$ cat config.mk
export PLATFORM = sky130hd
export DESIGN_NAME = lexer_token_splitter_dfa_flat
export DESIGN_NICKNAME = d
export VERILOG_FILES = /design/src/rtl/ltsd_pkg.sv /design/src/rtl/ltsd_channels.sv /design/src/rtl/ltsd_front.sv /design/src/rtl/ltsd_queue.sv /design/src/rtl/ltsd_back.sv /design/src/rtl/lexer_token_splitter_dfa.sv /design/src/flat_wrapper.sv
export SDC_FILE = /design/constraint.sdc
export NUM_CORES = 1
export LEC_CHECK = 0
export BUFFER_PORTS_ARGS = -buffer_cell sky130_fd_sc_hd__buf_2
export CAP_MARGIN = 20
export CORE_ASPECT_RATIO = 1.4
export CORE_MARGIN = 2
export CORE_UTILIZATION = 40
export CTS_CLUSTER_DIAMETER = 120
export DETAILED_ROUTE_END_ITERATION = 10
export PLACE_DENSITY = 0.68
export SETUP_SLACK_MARGIN = 0.15
export SLEW_MARGIN = 20
export SYNTH_ARGS = -nofsm -noshare
export SYNTH_HDL_FRONTEND = slang
export SYNTH_SLANG_ARGS = --single-unit
$ cat constraint.sdc
create_clock -name i_clk -period 4.8 [get_ports i_clk]
set_input_delay 0.48 -clock i_clk [delete_from_list [all_inputs] [get_ports i_clk]]
set_output_delay 0.48 -clock i_clk [all_outputs]
set_load 0.05 [all_outputs]
$ cat src/rtl/ltsd_pkg.sv
// Package for the token splitter: lexer state and class codes, emission
// symbols, the transition/emission table and character helpers.
// No dependencies.
package ltsd_pkg;

    localparam int CH_W = 16;

    localparam logic [CH_W-1:0] CH_NL    = 16'h000A;
    localparam logic [CH_W-1:0] CH_SPACE = 16'h0020;
    localparam logic [CH_W-1:0] CH_STAR  = 16'h002A;
    localparam logic [CH_W-1:0] CH_PLUS  = 16'h002B;
    localparam logic [CH_W-1:0] CH_MINUS = 16'h002D;
    localparam logic [CH_W-1:0] CH_DOT   = 16'h002E;
    localparam logic [CH_W-1:0] CH_SLASH = 16'h002F;
    localparam logic [CH_W-1:0] CH_ZERO  = 16'h0030;
    localparam logic [CH_W-1:0] CH_NINE  = 16'h0039;
    localparam logic [CH_W-1:0] CH_LT    = 16'h003C;
    localparam logic [CH_W-1:0] CH_EQ    = 16'h003D;
    localparam logic [CH_W-1:0] CH_GT    = 16'h003E;

    typedef enum logic [3:0] {
        ST_START     = 4'd0,
        ST_IDENT     = 4'd1,
        ST_IDENT_DIG = 4'd2,
        ST_INT       = 4'd3,
        ST_FRAC      = 4'd4,
        ST_SLASH     = 4'd5,
        ST_CMT       = 4'd6,
        ST_CMT_STAR  = 4'd7,
        ST_EQ        = 4'd8,
        ST_GT        = 4'd9,
        ST_LT        = 4'd10,
        ST_SPACE     = 4'd11
    } t_lex_state;

    typedef enum logic [3:0] {
        CL_DIGIT = 4'd0,
        CL_DOT   = 4'd1,
        CL_PM    = 4'd2,
        CL_EQ    = 4'd3,
        CL_GT    = 4'd4,
        CL_LT    = 4'd5,
        CL_SLASH = 4'd6,
        CL_STAR  = 4'd7,
        CL_SPACE = 4'd8,
        CL_OTHER = 4'd9
    } t_cls;

    // SYM_IN stands for the input character itself
    typedef enum logic [2:0] {
        SYM_NL    = 3'd0,
        SYM_IN    = 3'd1,
        SYM_DOT   = 3'd2,
        SYM_STAR  = 3'd3,
        SYM_SLASH = 3'd4,
        SYM_EQ    = 3'd5,
        SYM_GT    = 3'd6,
        SYM_LT    = 3'd7
    } t_sym;

    typedef struct packed {
        logic [1:0]     last_idx;
        t_sym [3:0]     sym;
    } t_cmd;

    typedef struct packed {
        t_lex_state next;
        logic [2:0] cnt;
        t_cmd       cmd;
    } t_cell;

    typedef struct packed {
        logic full;
        logic empty;
    } t_qstat;

    function automatic t_cls classify(logic [CH_W-1:0] c);
        t_cls r;
        if (c >= CH_ZERO && c <= CH_NINE) begin
            r = CL_DIGIT;
        end else begin
            case (c)
                CH_DOT:            r = CL_DOT;
                CH_PLUS, CH_MINUS: r = CL_PM;
                CH_EQ:             r = CL_EQ;
                CH_GT:             r = CL_GT;
                CH_LT:             r = CL_LT;
                CH_SLASH:          r = CL_SLASH;
                CH_STAR:           r = CL_STAR;
                CH_SPACE:          r = CL_SPACE;
                default:           r = CL_OTHER;
            endcase
        end
        return r;
    endfunction

    function automatic t_cell mk(t_lex_state nx, logic [2:0] n,
                                 t_sym s0, t_sym s1, t_sym s2, t_sym s3);
        t_cell r;
        r.next         = nx;
        r.cnt          = n;
        r.cmd.last_idx = (n == 3'd0) ? 2'd0 : 2'(n - 3'd1);
        r.cmd.sym[0]   = s0;
        r.cmd.sym[1]   = s1;
        r.cmd.sym[2]   = s2;
        r.cmd.sym[3]   = s3;
        return r;
    endfunction

    function automatic t_cell silent(t_lex_state nx);
        return mk(nx, 3'd0, SYM_NL, SYM_NL, SYM_NL, SYM_NL);
    endfunction

    // Next state and emission for one character
    function automatic t_cell lookup(t_lex_state st, t_cls cl);
        t_cell r;
        t_sym  p;
        p = SYM_EQ;
        case (st)
            ST_IDENT, ST_IDENT_DIG, ST_INT, ST_FRAC: begin
                case (cl)
                    CL_DIGIT: r = mk((st == ST_IDENT) ? ST_IDENT_DIG : st, 3'd1,
                                     SYM_IN, SYM_NL, SYM_NL, SYM_NL);
                    CL_DOT:   r = (st == ST_INT)
                                  ? mk(ST_FRAC, 3'd1, SYM_DOT, SYM_NL, SYM_NL, SYM_NL)
                                  : mk(ST_FRAC, 3'd2, SYM_NL, SYM_DOT, SYM_NL, SYM_NL);
                    CL_PM:    r = mk(ST_START, 3'd3, SYM_NL, SYM_IN, SYM_NL, SYM_NL);
                    CL_EQ:    r = mk(ST_EQ, 3'd1, SYM_NL, SYM_NL, SYM_NL, SYM_NL);
                    CL_GT:    r = mk(ST_GT, 3'd1, SYM_NL, SYM_NL, SYM_NL, SYM_NL);
                    CL_LT:    r = mk(ST_LT, 3'd1, SYM_NL, SYM_NL, SYM_NL, SYM_NL);
                    CL_SLASH: r = mk(ST_SLASH, 3'd1, SYM_NL, SYM_NL, SYM_NL, SYM_NL);
                    CL_STAR:  r = mk(ST_START, 3'd3, SYM_NL, SYM_STAR, SYM_NL, SYM_NL);
                    CL_SPACE: r = mk(ST_SPACE, 3'd1, SYM_NL, SYM_NL, SYM_NL, SYM_NL);
                    default: begin
                        if (st == ST_INT || st == ST_FRAC) begin
                            r = mk(ST_IDENT, 3'd2, SYM_NL, SYM_IN, SYM_NL, SYM_NL);
                        end else begin
                            r = mk(st, 3'd1, SYM_IN, SYM_NL, SYM_NL, SYM_NL);
                        end
                    end
                endcase
            end
            ST_SLASH: begin
                // a pending slash is dropped before +, -, =, <, > and another slash
                case (cl)
                    CL_DIGIT: r = mk(ST_INT, 3'd3, SYM_SLASH, SYM_NL, SYM_IN, SYM_NL);
                    CL_DOT:   r = mk(ST_FRAC, 3'd3, SYM_SLASH, SYM_NL, SYM_DOT, SYM_NL);
                    CL_PM:    r = mk(ST_START, 3'd2, SYM_IN, SYM_NL, SYM_NL, SYM_NL);
                    CL_EQ:    r = mk(ST_EQ, 3'd1, SYM_NL, SYM_NL, SYM_NL, SYM_NL);
                    CL_GT:    r = mk(ST_GT, 3'd1, SYM_NL, SYM_NL, SYM_NL, SYM_NL);
                    CL_LT:    r = mk(ST_LT, 3'd1, SYM_NL, SYM_NL, SYM_NL, SYM_NL);
                    CL_SLASH: r = mk(ST_SLASH, 3'd1, SYM_NL, SYM_NL, SYM_NL, SYM_NL);
                    CL_STAR:  r = silent(ST_CMT);
                    CL_SPACE: r = mk(ST_SPACE, 3'd2, SYM_SLASH, SYM_NL, SYM_NL, SYM_NL);
                    default:  r = mk(ST_IDENT, 3'd3, SYM_SLASH, SYM_NL, SYM_IN, SYM_NL);
                endcase
            end
            ST_CMT: begin
                r = (cl == CL_STAR) ? silent(ST_CMT_STAR) : silent(ST_CMT);
            end
            ST_CMT_STAR: begin
                case (cl)
                    CL_DOT:   r = silent(ST_FRAC);
                    CL_SLASH: r = silent(ST_START);
                    CL_STAR:  r = silent(ST_CMT_STAR);
                    CL_SPACE: r = silent(ST_IDENT);
                    default:  r = silent(ST_CMT);
                endcase
            end
            ST_EQ, ST_GT, ST_LT: begin
                if (st == ST_GT) begin
                    p = SYM_GT;
                end else if (st == ST_LT) begin
                    p = SYM_LT;
                end
                case (cl)
                    CL_DIGIT: r = mk(ST_INT, 3'd3, p, SYM_NL, SYM_IN, SYM_NL);
                    CL_DOT:   r = mk(ST_FRAC, 3'd3, p, SYM_NL, SYM_DOT, SYM_NL);
                    CL_PM:    r = mk(ST_START, 3'd4, p, SYM_NL, SYM_IN, SYM_NL);
                    CL_EQ:    r = mk(ST_START, 3'd3, p, SYM_EQ, SYM_NL, SYM_NL);
                    CL_GT:    r = mk(ST_GT, 3'd2, p, SYM_NL, SYM_NL, SYM_NL);
                    CL_LT:    r = mk(ST_LT, 3'd2, p, SYM_NL, SYM_NL, SYM_NL);
                    CL_SLASH: r = mk(ST_SLASH, 3'd2, p, SYM_NL, SYM_NL, SYM_NL);
                    CL_STAR:  r = mk(ST_START, 3'd4, p, SYM_NL, SYM_STAR, SYM_NL);
                    CL_SPACE: r = mk(ST_SPACE, 3'd2, p, SYM_NL, SYM_NL, SYM_NL);
                    default:  r = mk(ST_IDENT, 3'd3, p, SYM_NL, SYM_IN, SYM_NL);
                endcase
            end
            default: begin
                // start, after space, and unused codes (which act as start)
                case (cl)
                    CL_DIGIT: r = mk(ST_INT, 3'd1, SYM_IN, SYM_NL, SYM_NL, SYM_NL);
                    CL_DOT:   r = mk(ST_FRAC, 3'd1, SYM_IN, SYM_NL, SYM_NL, SYM_NL);
                    CL_PM:    r = mk(ST_START, 3'd2, SYM_IN, SYM_NL, SYM_NL, SYM_NL);
                    CL_EQ:    r = silent(ST_EQ);
                    CL_GT:    r = silent(ST_GT);
                    CL_LT:    r = silent(ST_LT);
                    CL_SLASH: r = silent(ST_SLASH);
                    CL_STAR:  r = mk(ST_START, 3'd2, SYM_STAR, SYM_NL, SYM_NL, SYM_NL);
                    CL_SPACE: r = (st == ST_SPACE)
                                  ? silent(ST_SPACE)
                                  : mk(ST_SPACE, 3'd1, SYM_NL, SYM_NL, SYM_NL, SYM_NL);
                    default:  r = mk(ST_IDENT, 3'd1, SYM_IN, SYM_NL, SYM_NL, SYM_NL);
                endcase
            end
        endcase
        return r;
    endfunction

    function automatic logic [CH_W-1:0] sym2char(t_sym s, logic [CH_W-1:0] c);
        logic [CH_W-1:0] r;
        case (s)
            SYM_NL:    r = CH_NL;
            SYM_IN:    r = c;
            SYM_DOT:   r = CH_DOT;
            SYM_STAR:  r = CH_STAR;
            SYM_SLASH: r = CH_SLASH;
            SYM_EQ:    r = CH_EQ;
            SYM_GT:    r = CH_GT;
            SYM_LT:    r = CH_LT;
            default:   r = CH_NL;
        endcase
        return r;
    endfunction

endpackage

$ cat src/rtl/ltsd_channels.sv
// Valid/ready channel interfaces: character input and token character output.
// Depends on ltsd_pkg for the character width.
interface ltsd_char_if;
    logic                      valid;
    logic                      ready;
    logic                      op;
    logic [ltsd_pkg::CH_W-1:0] ch;

    modport source (output valid, output op, output ch, input ready);
    modport sink   (input valid, input op, input ch, output ready);
endinterface

interface ltsd_tok_if;
    logic                      valid;
    logic                      ready;
    logic [ltsd_pkg::CH_W-1:0] out_char;
    logic                      last;

    modport source (output valid, output out_char, output last, input ready);
    modport sink   (input valid, input out_char, input last, output ready);
endinterface

$ cat src/rtl/ltsd_front.sv
// Front end: accepts characters, classifies them, steps the lexer state and
// pushes an emission command into the queue. Depends on ltsd_pkg, ltsd_channels.
module ltsd_front #(
    parameter int CW = 16
) (
    input  logic                     i_clk,
    input  logic                     i_rst_n,
    ltsd_char_if.sink                i_char,
    input  ltsd_pkg::t_qstat         i_qstat,
    output logic                     o_push,
    output logic [CW-1:0]            o_push_ch,
    output ltsd_pkg::t_cmd           o_push_cmd
);

    ltsd_pkg::t_lex_state r_state;
    ltsd_pkg::t_lex_state n_state;
    ltsd_pkg::t_cell      lex_step;
    logic [CW-1:0]        cm;
    logic                 eot;
    logic                 acc;

    assign i_char.ready = !i_qstat.full;
    assign acc          = i_char.valid && i_char.ready;
    assign cm           = i_char.ch[CW-1:0];
    assign eot          = i_char.op || (cm == '0);

    always_comb begin
        lex_step = ltsd_pkg::lookup(r_state, ltsd_pkg::classify(ltsd_pkg::CH_W'(cm)));
        if (eot) begin
            // end of text: one newline, any pending operator or comment dropped
            lex_step = ltsd_pkg::mk(ltsd_pkg::ST_START, 3'd1, ltsd_pkg::SYM_NL,
                                    ltsd_pkg::SYM_NL, ltsd_pkg::SYM_NL, ltsd_pkg::SYM_NL);
        end
        n_state    = acc ? lex_step.next : r_state;
        o_push     = acc && (lex_step.cnt != 3'd0);
        o_push_ch  = cm;
        o_push_cmd = lex_step.cmd;
    end

    always_ff @(posedge i_clk) begin
        if (!i_rst_n) begin
            r_state <= ltsd_pkg::ST_START;
        end else begin
            r_state <= n_state;
        end
    end

endmodule

$ cat src/rtl/ltsd_queue.sv
// Small FIFO of emission commands between front and back end.
// Depends on ltsd_pkg for the status struct.
module ltsd_queue #(
    parameter int W     = 16,
    parameter int DEPTH = 4
) (
    input  logic             i_clk,
    input  logic             i_rst_n,
    input  logic             i_push,
    input  logic [W-1:0]     i_wdata,
    input  logic             i_pop,
    output logic [W-1:0]     o_rdata,
    output ltsd_pkg::t_qstat o_qstat
);

    localparam int PW = (DEPTH > 1) ? $clog2(DEPTH) : 1;
    localparam int CNW = $clog2(DEPTH + 1);

    logic [W-1:0]   r_mem [DEPTH];
    logic [PW-1:0]  r_wptr, n_wptr;
    logic [PW-1:0]  r_rptr, n_rptr;
    logic [CNW-1:0] r_cnt, n_cnt;
    logic           do_push, do_pop;

    assign o_qstat.full  = (r_cnt == CNW'(DEPTH));
    assign o_qstat.empty = (r_cnt == '0);
    assign do_push       = i_push && !o_qstat.full;
    assign do_pop        = i_pop && !o_qstat.empty;
    assign o_rdata       = r_mem[r_rptr];

    always_comb begin
        n_wptr = r_wptr;
        n_rptr = r_rptr;
        n_cnt  = r_cnt;
        if (do_push) begin
            n_wptr = (r_wptr == PW'(DEPTH - 1)) ? '0 : r_wptr + 1'b1;
        end
        if (do_pop) begin
            n_rptr = (r_rptr == PW'(DEPTH - 1)) ? '0 : r_rptr + 1'b1;
        end
        if (do_push && !do_pop) begin
            n_cnt = r_cnt + 1'b1;
        end else if (do_pop && !do_push) begin
            n_cnt = r_cnt - 1'b1;
        end
    end

    always_ff @(posedge i_clk) begin
        if (do_push) begin
            r_mem[r_wptr] <= i_wdata;
        end
    end

    always_ff @(posedge i_clk) begin
        if (!i_rst_n) begin
            r_wptr <= '0;
            r_rptr <= '0;
            r_cnt  <= '0;
        end else begin
            r_wptr <= n_wptr;
            r_rptr <= n_rptr;
            r_cnt  <= n_cnt;
        end
    end

endmodule

$ cat src/rtl/ltsd_back.sv
// Back end: walks the head command of the queue one character per cycle while
// o_tok is ready, into a registered output stage. Depends on ltsd_pkg, ltsd_channels.
module ltsd_back #(
    parameter int CW = 16
) (
    input  logic             i_clk,
    input  logic             i_rst_n,
    input  logic [CW-1:0]    i_head_ch,
    input  ltsd_pkg::t_cmd   i_head_cmd,
    input  ltsd_pkg::t_qstat i_qstat,
    output logic             o_pop,
    ltsd_tok_if.source       o_tok
);

    logic                      r_valid, n_valid;
    logic [ltsd_pkg::CH_W-1:0] r_char, n_char;
    logic                      r_last, n_last;
    logic [1:0]                r_pos, n_pos;
    logic                      load;
    logic                      at_end;

    assign o_tok.valid    = r_valid;
    assign o_tok.out_char = r_char;
    assign o_tok.last     = r_last;

    assign load   = !r_valid || o_tok.ready;
    assign at_end = (r_pos == i_head_cmd.last_idx);

    always_comb begin
        n_valid = r_valid;
        n_char  = r_char;
        n_last  = r_last;
        n_pos   = r_pos;
        o_pop   = 1'b0;
        if (load) begin
            n_valid = !i_qstat.empty;
            if (!i_qstat.empty) begin
                n_char = ltsd_pkg::sym2char(i_head_cmd.sym[r_pos],
                                            ltsd_pkg::CH_W'(i_head_ch));
                n_last = at_end;
                n_pos  = at_end ? 2'd0 : r_pos + 2'd1;
                o_pop  = at_end;
            end
        end
    end

    always_ff @(posedge i_clk) begin
        if (!i_rst_n) begin
            r_valid <= 1'b0;
            r_pos   <= 2'd0;
        end else begin
            r_valid <= n_valid;
            r_pos   <= n_pos;
        end
    end

    always_ff @(posedge i_clk) begin
        r_char <= n_char;
        r_last <= n_last;
    end

endmodule

$ cat src/rtl/lexer_token_splitter_dfa.sv
// Top level of the token splitter: front end, command queue, back end.
// Depends on ltsd_pkg, ltsd_channels, ltsd_front, ltsd_queue, ltsd_back.
//
// Input channel i_char carries one character (ch) or an end-of-text mark (op,
// or a character code of zero). Output channel o_tok carries the token stream
// one character per transfer; tokens are separated by newlines and last marks
// the final character produced for an input item. Items that produce nothing
// (operator prefixes, comment text, repeated spaces) cause no transfer.
//
// Throughput: one input item per cycle while the queue has room; the output
// runs at one character per cycle while o_tok is ready, so items that expand
// into two to four characters are limited by the back end walking the queued
// command. The first character of an item is queued as part of its command
// when the item is accepted, and is then registered into the output stage
// once the output register is free.
// When o_tok stalls, the output register holds and the queue of QUEUE_DEPTH
// commands fills; i_char.ready drops only when the queue is full.
// Reset (synchronous, active low) returns the lexer to its start state and
// empties the queue and the output register.
module lexer_token_splitter_dfa #(
    parameter int CHAR_BITS   = 16,
    parameter int QUEUE_DEPTH = 4
) (
    input  logic        i_clk,
    input  logic        i_rst_n,
    ltsd_char_if.sink   i_char,
    ltsd_tok_if.source  o_tok
);

    localparam int CW = (CHAR_BITS < ltsd_pkg::CH_W) ? CHAR_BITS : ltsd_pkg::CH_W;
    localparam int QW = CW + $bits(ltsd_pkg::t_cmd);

    logic             push;
    logic [CW-1:0]    push_ch;
    ltsd_pkg::t_cmd   push_cmd;
    logic             pop;
    logic [QW-1:0]    head;
    ltsd_pkg::t_qstat qstat;

    ltsd_front #(.CW(CW)) u_front (
        .i_clk      (i_clk),
        .i_rst_n    (i_rst_n),
        .i_char     (i_char),
        .i_qstat    (qstat),
        .o_push     (push),
        .o_push_ch  (push_ch),
        .o_push_cmd (push_cmd)
    );

    ltsd_queue #(.W(QW), .DEPTH(QUEUE_DEPTH)) u_queue (
        .i_clk   (i_clk),
        .i_rst_n (i_rst_n),
        .i_push  (push),
        .i_wdata ({push_ch, push_cmd}),
        .i_pop   (pop),
        .o_rdata (head),
        .o_qstat (qstat)
    );

    ltsd_back #(.CW(CW)) u_back (
        .i_clk      (i_clk),
        .i_rst_n    (i_rst_n),
        .i_head_ch  (head[QW-1 -: CW]),
        .i_head_cmd (ltsd_pkg::t_cmd'(head[$bits(ltsd_pkg::t_cmd)-1:0])),
        .i_qstat    (qstat),
        .o_pop      (pop),
        .o_tok      (o_tok)
    );

endmodule

$ cat src/flat_wrapper.sv
// flat-port wrapper written by rule: the top's interface ports become plain ports
module lexer_token_splitter_dfa_flat 
#(
    parameter int CHAR_BITS   = 16,
    parameter int QUEUE_DEPTH = 4
)
  (i_clk, i_rst_n, i_char_valid, i_char_op, i_char_ch, i_char_ready, o_tok_valid, o_tok_out_char, o_tok_last, o_tok_ready);
  ltsd_char_if i_char_i ();
  ltsd_tok_if o_tok_i ();
  input  logic i_clk;
  input  logic i_rst_n;
  input wire logic [$bits(i_char_i.valid)-1:0] i_char_valid;
  input wire logic [$bits(i_char_i.op)-1:0] i_char_op;
  input wire logic [$bits(i_char_i.ch)-1:0] i_char_ch;
  output wire logic [$bits(i_char_i.ready)-1:0] i_char_ready;
  output wire logic [$bits(o_tok_i.valid)-1:0] o_tok_valid;
  output wire logic [$bits(o_tok_i.out_char)-1:0] o_tok_out_char;
  output wire logic [$bits(o_tok_i.last)-1:0] o_tok_last;
  input wire logic [$bits(o_tok_i.ready)-1:0] o_tok_ready;
  assign i_char_i.valid = i_char_valid;
  assign i_char_i.op = i_char_op;
  assign i_char_i.ch = i_char_ch;
  assign i_char_ready = i_char_i.ready;
  assign o_tok_valid = o_tok_i.valid;
  assign o_tok_out_char = o_tok_i.out_char;
  assign o_tok_last = o_tok_i.last;
  assign o_tok_i.ready = o_tok_ready;
  lexer_token_splitter_dfa #(.CHAR_BITS(CHAR_BITS), .QUEUE_DEPTH(QUEUE_DEPTH)) u_core (.i_clk(i_clk), .i_rst_n(i_rst_n), .i_char(i_char_i), .o_tok(o_tok_i));
endmodule
==> summary.md, run 1 <==
| Metric | Value |
|---|---|
| Overall overflow remaining after global route | 0 |
| Register clock-pin slew on the reported worst setup and hold paths | ~0.07 ns |
| Largest vdd supply drop | between 0.0002 and 0.0003 V |
| Hold Worst Slack | 0.319 ns |
| Wire length of the first global-routing pass | 22.7 mm |
| Worst slew margin relative to its limit | about two fifths |
| TritonCTS clock tree | yes |
| Number of vias per cell after detailed routing | 5.80 |
| Yosys cell types | 71 |
| Clk_lat worst skew | between 0.4 and 0.5 ns |
| Number of buffers added by the clock tree synthesis step | 17 |
| Post-CTS setup buffers | 0 |
| CP arrival | approximately 3.7 ns |
| Most common cell after layout, fill and taps aside | edfxtp_1 |
| Area occupied by multi-input gates | about 0.0024 sq mm |
| Layout net count | about 550 |
| #FFs+latches synth | 137 |
| Routed Wire Length | 13.9 mm |
| Diodes inserted | 0 |
| TritonCTS sink count | roughly 140 |
| Transition time at the pin with the least slew margin | 0.919 ns |
| CTS Hold Bufs | 0 |
| Critical path cell sequence | nor2_1 > nand2_1 > o21a_1 > a41o_1 > a31oi_4 > ha_1 > inv_1 > fa_1 > xor2_1 > or3_1 > a21boi_0 |
| Proportion of layout cells with a drive suffix above 1 | approximately 23% |
| Setup clock skew after layout | between 0.01 and 0.015 ns |
| Per-instance average area after synthesis | ~14 sq um |
| Leading area contributor after synthesis | edfxtp_1 |
| Critical path class | flop to flop |
| H-Tree Depth | 4 |
| Top post-synthesis cells by area | edfxtp_1 (56%), mux4_2 (9.0%), dfxtp_1 (4.9%) |
| Reg-to-reg setup timing slack | 1.44 ns |
| Worst Slack Setup Final | around 1.4 ns |
| Std-Cell Rows | 55 |
| Cell family contributing the most delay on the critical path | compound AO/OA/AOI/OAI gates |
| Portion of synthesized cell area occupied by the leading cell type | between 50% and 60% |
| Commonest non-fill, non-tap cells in the layout | edfxtp_1 (121), buf_2 (39), nand2_1 (35) |
| Remaining antenna violation count | 0 |
| Total number of yosys warnings | 0 |
| Number of buffers inserted by port buffering | 39 |
| Pin count of the biggest net entering global routing | 31 |
| Top flip-flop cell by instance count after synthesis | edfxtp_1 |
| Net count of the mapped netlist | about 500 |
| Post-CTS sizing | 0 |
| Area taken by flip-flops and latches | just under 0.004 sq mm |
| Final Max Tran Viols | 0 |
| Share of synthesized area occupied by flip-flops and latches | approximately 60% |
| Maximum root-to-sink buffer count | 2 |
| Post-Synthesis Cells | 481 |
| Cell total after placement | 700 |
| Die boundary width | 112 um |
| Post-synth ARST share | 0% |
| Number of search-and-repair iterations in the first detailed-routing pass | 5 |
| Die outline height | ~160 um |
| Largest incremental delay on the critical path | ~0.48 ns |
| Cell with the largest stage delay on the worst path | dfxtp_1 |
| Number of global-route vias before repair | around 4.3k |
| Pre-CTS setup slack | 1.10 ns |
| HPWL reported at the end of detailed placement | about 9.6 mm |
| Die area | 0.0174 sq mm |
| Leakage Power | about 2.6 nW |
| Total GRT Usage | around 17% |
| Worst min-delay path category | input port to flop |
| I/O pin total | 40 |
| Final critical-path required period | roughly 3.4 ns |
| Kind of start point of the critical path | flop |
| Antenna violations before repair | 0 |
| Number of enable flip-flop cells after synthesis | between 100 and 150 |
| Area overhead of the layout relative to synthesis | 15.5% |
| Weighted congestion at the end of routability-driven global placement | about 0.9 |
| Netlist Area Pre-Place | roughly 0.0065 sq mm |
| Number of maximum-capacitance constraint violations | 0 |
| Status | completed |
| Portion of the clock cycle consumed by the worst path in the final layout | between 70% and 80% |
| Final-report setup violation count | 0 |
| Average wire length per cell after detail routing | 18.9 um |
| Fill cell count | approximately 1.4k |
| Worst path required time | 5.13 ns |
| Final non-filler cell total | roughly 730 |
| Starting Density | between 40% and 50% |
| Sum Neg Setup Slack | 0 ns |
| Total DRC errors in the routed layout | 0 |
| Achievable clock frequency | roughly 300 MHz |
| Number of buffer and inverter instances along the worst setup path | 1 |
| Pwr per Cell Area | about 540 mW/mm^2 |
| Initial detailed-routing violation count | ~330 |
| Root buffer selected by CTS | clkbuf_16 |
| Vias post-DR | between 4k and 5k |
| Fin. Hold Viols | 0 |
| CP Max Fanout | 17 |
| Unrepaired setup endpoints after global routing | false |
| Core ar. | around 0.016 sq mm |
| Crit end category | flop |
-- through the flow --
step | instance area, sq um | power, mW | util, %
5_1_grt | 7550 | 4.29 | 46.9
6_report | 7550 | 4.09 | 46.9
2_1_floorplan | 6540 | 2.56 | -
3_3_place_gp | 6930 | 2.81 | 43.0
4_1_cts | 7550 | 4.14 | 46.9
3_5_place_dp | 6930 | 2.84 | 43.0
-- report_power, final --
part / switching [mW] / internal [mW] / total (mW)
sequential: 0.0828 / 1.55 / 1.63
clock: 0.586 / 0.710 / 1.30
combinational: 0.746 / 0.413 / 1.16
-- registers in the layout, summed over array words and instances, names as in the netlist, named ones only --
register	count
u_core.u_queue.r_rptr	2
u_core.u_front.r_state	4
u_core.u_back.o_tok.out_char	16
u_core.u_back.r_pos	2
u_core.u_queue.r_mem	104
u_core.u_queue.r_cnt	3
u_core.u_back.o_tok.valid	1
u_core.u_back.o_tok.last	1
u_core.u_queue.r_wptr	2
-- final cells by class --
cell class                      instances  area share, %
Clock inverter                         15           2.60
Sequential cell                       137           52.4
Clock buffer                           17           5.63
Multi-Input combinational cell        304           32.0
Tap cell                              199           3.30
Inverter                               12          0.596
Timing Repair Buffer                   48           3.48
-- cell usage after synthesis (3+ instances only) --
cell type  instances
edfxtp_1         121
nand2_1           35
nor2_1            34
mux4_2            26
o21ai_0           25
a21oi_1           20
clkbuf_1          17
and3_1            16
dfxtp_1           16
inv_1             12
nand3_1           11
nor2b_1           10
buf_2              8
mux2i_1            8
nor3_1             8
and2_1             7
ha_1               6
nand4_1            6
a31oi_1            4
a32o_1             4
and4b_1            4
o21a_1             4
a211o_1            3
nand3b_1           3
nor4_1             3
o21ai_1            3
o22ai_1            3
or2_2              3
or3_1              3
xor2_1             3
-- routing by layer --
| layer | up-vias | track usage (%) | share of wire [%] |
|---|---|---|---|
| met3 | 39 | 3.86 | 4.6 |
| met5 | - | 0 | 0 |
| met1 | 2086 | 20.3 | 41 |
| li1 | 1971 | - | - |
| met2 | 146 | 28.1 | 51 |
| met4 | 0 | 8.71 | 3.3 |
-- path summary, 6_finish.rpt --
| path | startpoint | endpoint | cells past startpoint |
|---|---|---|---|
| setup / recovery | u_core.u_front.r_state[1] | u_core.u_queue.r_cnt[2] | 11 |
| setup reg to reg | u_core.u_front.r_state[1] | u_core.u_queue.r_cnt[2] | 11 |
| hold reg to reg | u_core.u_queue.r_rptr[0] | flop | 2 |
| hold / removal | i_char_ch[9] | u_core.u_queue.r_mem[2][23] | 1 |
-- cell families after synthesis --
family                     Yosys count  synth area share [%]
DFF                                137                  60.4
adders and majority gates            7                  1.45
AOI/OAI and AO/OA                  101                  11.0
buffers and inverters               40                  2.62
muxes                               34                  10.2
and+or+nand+nor                    157                  13.6
xor gates and xnor gates             5                 0.670
No activity file was read; power rests on OpenSTA's default activity.
==> run 2, diff against run 1 <==
Settings changed: ABC_AREA from default to 1, PLACE_DENSITY 0.68 to 0.7.
Clock period 4.8 ns to 2.9 ns, I/O delays scaled along.
==> summary.md, run 2 <==
| Metric | Value |
|---|---|
| Number of maximum-capacitance constraint violations | 0 (unchanged) |
| Largest vdd supply drop | 0.000457 V (+54%) |
| Top post-synthesis cells by area | edfxtp_1 (54%), nor2_1 (7.1%), nand2_1 (5.5%) |
| Initial detailed-routing violation count | 446 (+37%) |
| Routed Wire Length | 16.4 mm (+19%) |
| Die area | 0.0180 sq mm (+3.5%) |
| Post-synth ARST share | 0% (unchanged) |
| Top flip-flop cell by instance count after synthesis | edfxtp_1 |
| CP arrival | 2.93 ns (-0.76 ns) |
| Final cell utilization of the core | 51.6% (+4.6 points) |
| Weighted congestion at the end of routability-driven global placement | 0.955 (+3.0%) |
| Number of vias per cell after detailed routing | 5.22 (-9.9%) |
| Post-Synthesis Cells | 699 (+45%) |
| Achievable clock frequency | 388 MHz |
| TritonCTS clock tree | yes |
| Clk_lat worst skew | 0.42 ns (about the same) |
| Worst slew margin relative to its limit | 64.7% (+26 points) |
| Number of global-route vias before repair | 5406 (+26%) |
| Final Max Tran Viols | 0 (unchanged) |
| Total GRT Usage | 19.0% (+2.2 points) |
| Worst min-delay path category | input port to flop |
| Commonest non-fill, non-tap cells in the layout | edfxtp_1 (121), nor2_1 (116), nand2_1 (99) |
| Root buffer selected by CTS | clkbuf_16 |
| Transition time at the pin with the least slew margin | 0.525 ns (-0.394 ns) |
| Critical path cell sequence | buf_2 > nor2_4 > nand2_4 > nor2_8 > buf_6 > nand3_1 > o31ai_1 > nand2_1 > nand3_2 > nor2_2 > nor2_2 > o21ai_2 > nand4_4 > nand2_4 > inv_2 > ha_1 > inv_2 > fa_2 > nor2_1 > nor2_1 > nand2_1 > o21ai_1 > a21oi_1 |
| Average wire length per cell after detail routing | 15.8 um (-16%) |
| Most common cell after layout, fill and taps aside | edfxtp_1 |
| Total DRC errors in the routed layout | 0 (unchanged) |
| Overall overflow remaining after global route | 0 (unchanged) |
| Portion of the clock cycle consumed by the worst path in the final layout | about nine tenths |
| Fin. Hold Viols | 0 (unchanged) |
| Core ar. | 0.0167 sq mm (+3.6%) |
| Worst path required time | 3.26 ns (-1.87 ns) |
| Clock share of power | 32.2% (+0.5 points) |
| Most flop-heavy register | u_core.u_queue.r_mem |
| Number of enable flip-flop cells after synthesis | 121 (unchanged) |
| Cell types with the highest counts after synthesis | nor2_1 (129), edfxtp_1 (121), nand2_1 (100) |
| Share of synthesized area occupied by flip-flops and latches | 58.4% (-2.1 points) |
| Remaining antenna violation count | 0 (unchanged) |
| Die outline height | 158 um (+1.7%) |
| Dominant cell by count in the synthesized netlist | nor2_1 |
| Setup clock skew after layout | 0.0158 ns (+0.00460 ns) |
| Netlist Area Pre-Place | 0.00678 sq mm (+3.6%) |
| Diodes inserted | 0 (unchanged) |
| Std-Cell Rows | 56 (+1.8%) |
| Max reg flops | 104 (unchanged) |
| Number of search-and-repair iterations in the first detailed-routing pass | 5 (unchanged) |
| CP Max Fanout | 5 (-12) |
| Maximum root-to-sink buffer count | 2 (unchanged) |
| Relative contribution of sequential cells to total power | 38.8% (-1.1 points) |
| Wire length of the first global-routing pass | 26.3 mm (+16%) |
| Fill cell count | 1448 (+1.1%) |
| Internal Pwr Total | 4.48 mW (+68%) |
| Starting Density | 40.6% (about the same) |
| Vias post-DR | 5423 (+28%) |
| Fin area | 0.00860 sq mm (+14%) |
| Pin count of the biggest net entering global routing | 31 (unchanged) |
| Sum Neg Setup Slack | 0 ns (unchanged) |
| Critical path class | input port to flop |
| Unrepaired setup endpoints after global routing | true |
| Kind of start point of the critical path | input port |
| Register clock-pin slew on the reported worst setup and hold paths | 0.07 ns (about the same) |
| Pwr per Cell Area | 811 mW/mm^2 (+50%) |
| Number of buffers added by the clock tree synthesis step | 17 (unchanged) |
| H-Tree Depth | 4 (unchanged) |
| Cell with the largest stage delay on the worst path | fa_2 |
| Antenna violations before repair | 0 (unchanged) |
| Area overhead of the layout relative to synthesis | 26.9% |
| Layout net count | 851 (+55%) |
| Net count of the mapped netlist | 727 (+43%) |
| Status | completed |
| Number of buffers inserted by port buffering | 39 (unchanged) |
| Yosys cell types | 49 (-31%) |
| Total placed instance area | 0.00783 sq mm (+13%) |
| Power share of the combinational group | 29.1% (+0.7 points) |
| Total number of yosys warnings | 0 (unchanged) |
| Sw frac | 35.7% (+1.1 points) |
| TritonCTS sink count | 137 (unchanged) |
| #FFs+latches synth | 137 (unchanged) |
| Final critical-path required period | approximately 2.6 ns |
| HPWL reported at the end of detailed placement | 11.2 mm (+16%) |
| Largest incremental delay on the critical path | 0.33 ns (-0.15 ns) |
| Per-instance average area after synthesis | 9.69 sq um (-29%) |
| Crit end category | flop |
| Leakage Power | 3.58 nW (+40%) |
| Leading area contributor after synthesis | edfxtp_1 |
| Proportion of layout cells with a drive suffix above 1 | 28.0% (+4.9 points) |
| Power dissipated by switching net loads | 2.49 mW (+76%) |
| Die boundary width | 114 um (+1.7%) |
| Final-report setup violation count | 0 (unchanged) |
| Portion of synthesized cell area occupied by the leading cell type | 53.6% (-1.9 points) |
| I/O pin total | 40 (unchanged) |
-- run 2: final timing paths --
check                                          startpoint                     endpoint  slack, ns  cells after the start
worst min register to register    u_core.u_queue.r_cnt[2]      u_core.u_queue.r_cnt[2]       0.49                      2
worst max-delay path                        i_char_ch[10]      u_core.u_queue.r_cnt[2]       0.32                     23
worst max register to register  u_core.u_front.r_state[3]      u_core.u_queue.r_cnt[1]       0.36                     16
worst min-delay path                        i_char_ch[15]  u_core.u_queue.r_mem[1][29]       0.14                      1
-- run 2: kinds of logic (layout without fill, tap and decap cells) --
kind of cell,count (synthesis),after routing,synth area share [%]
AOI/OAI and AO/OA,141,141,12.1
DFF,137,137,58.4
xor gates and xnor gates,3,3,0.388
buffers and inverters,97,234,5.96
adders and majority gates,7,7,1.40
and+or+nand+nor,314,314,21.8
-- run 2: area by class of cell --
class / instances / area, sq um / share of cell area, %
clock buffers: 17 / 425 / 4.95
well taps: 203 / 254 / 2.95
clock inverters: 15 / 199 / 2.31
inverters: 73 / 277 / 3.22
multi-input cells: 465 / 2520 / 29.3
flip-flops and latches: 137 / 3950 / 46.0
repair buffers: 129 / 971 / 11.3
-- run 2: timing repair --
action                     in CTS  in global routing
hold endpoints to repair        0                  0
setup buffers                   0                  3
setup endpoints to repair       0                  4
resized for setup               0                 29
hold buffers                    0                  0
-- run 2: critical path: cells and delay by family --
| kind | cells | cell delay [ns] |
|---|---|---|
| AND/OR/NAND/NOR | 13 | 1.47 |
| adder cells (fa/ha/maj) | 2 | 0.48 |
| buffers and inverters | 4 | 0.36 |
| AO/OA/AOI/OAI | 4 | 0.33 |
-- run 2: metal layers --
metal	wire length [um]	part of all wire, %	track usage [%]
met5	0	0	0
met1	6280	38	20.5
met2	8900	54	35.3
met4	635	3.9	10.2
met3	619	3.8	2.91
-- run 2: power groups by stage --
| stage | Sequential [mW] | Combinational, mW | Clock, mW |
|---|---|---|---|
| final | 2.70 | 2.03 | 2.24 |
| after CTS | 2.71 | 1.99 | 2.28 |
| after global routing | 2.74 | 2.23 | 2.36 |
| after detailed placement | 2.75 | 1.97 | 0 |
| after floorplan | 3.16 | 0.932 | 0 |
| after global placement | 2.74 | 1.94 | 0 |
-- run 2: metrics by stage --
step | cells | power (mW) | hold slack [ns] | setup WS [ns]
final | 1039 | 6.98 | 0.140 | 0.325
after global placement | 1003 | 4.67 | 0.471 | -0.133
after global routing | 1039 | 7.32 | 0.123 | 0.112
after detailed placement | 1003 | 4.72 | 0.474 | -0.195
after floorplan | 699 | 4.09 | 0.389 | -0.269
after CTS | 1035 | 6.97 | 0.0951 | 0.237
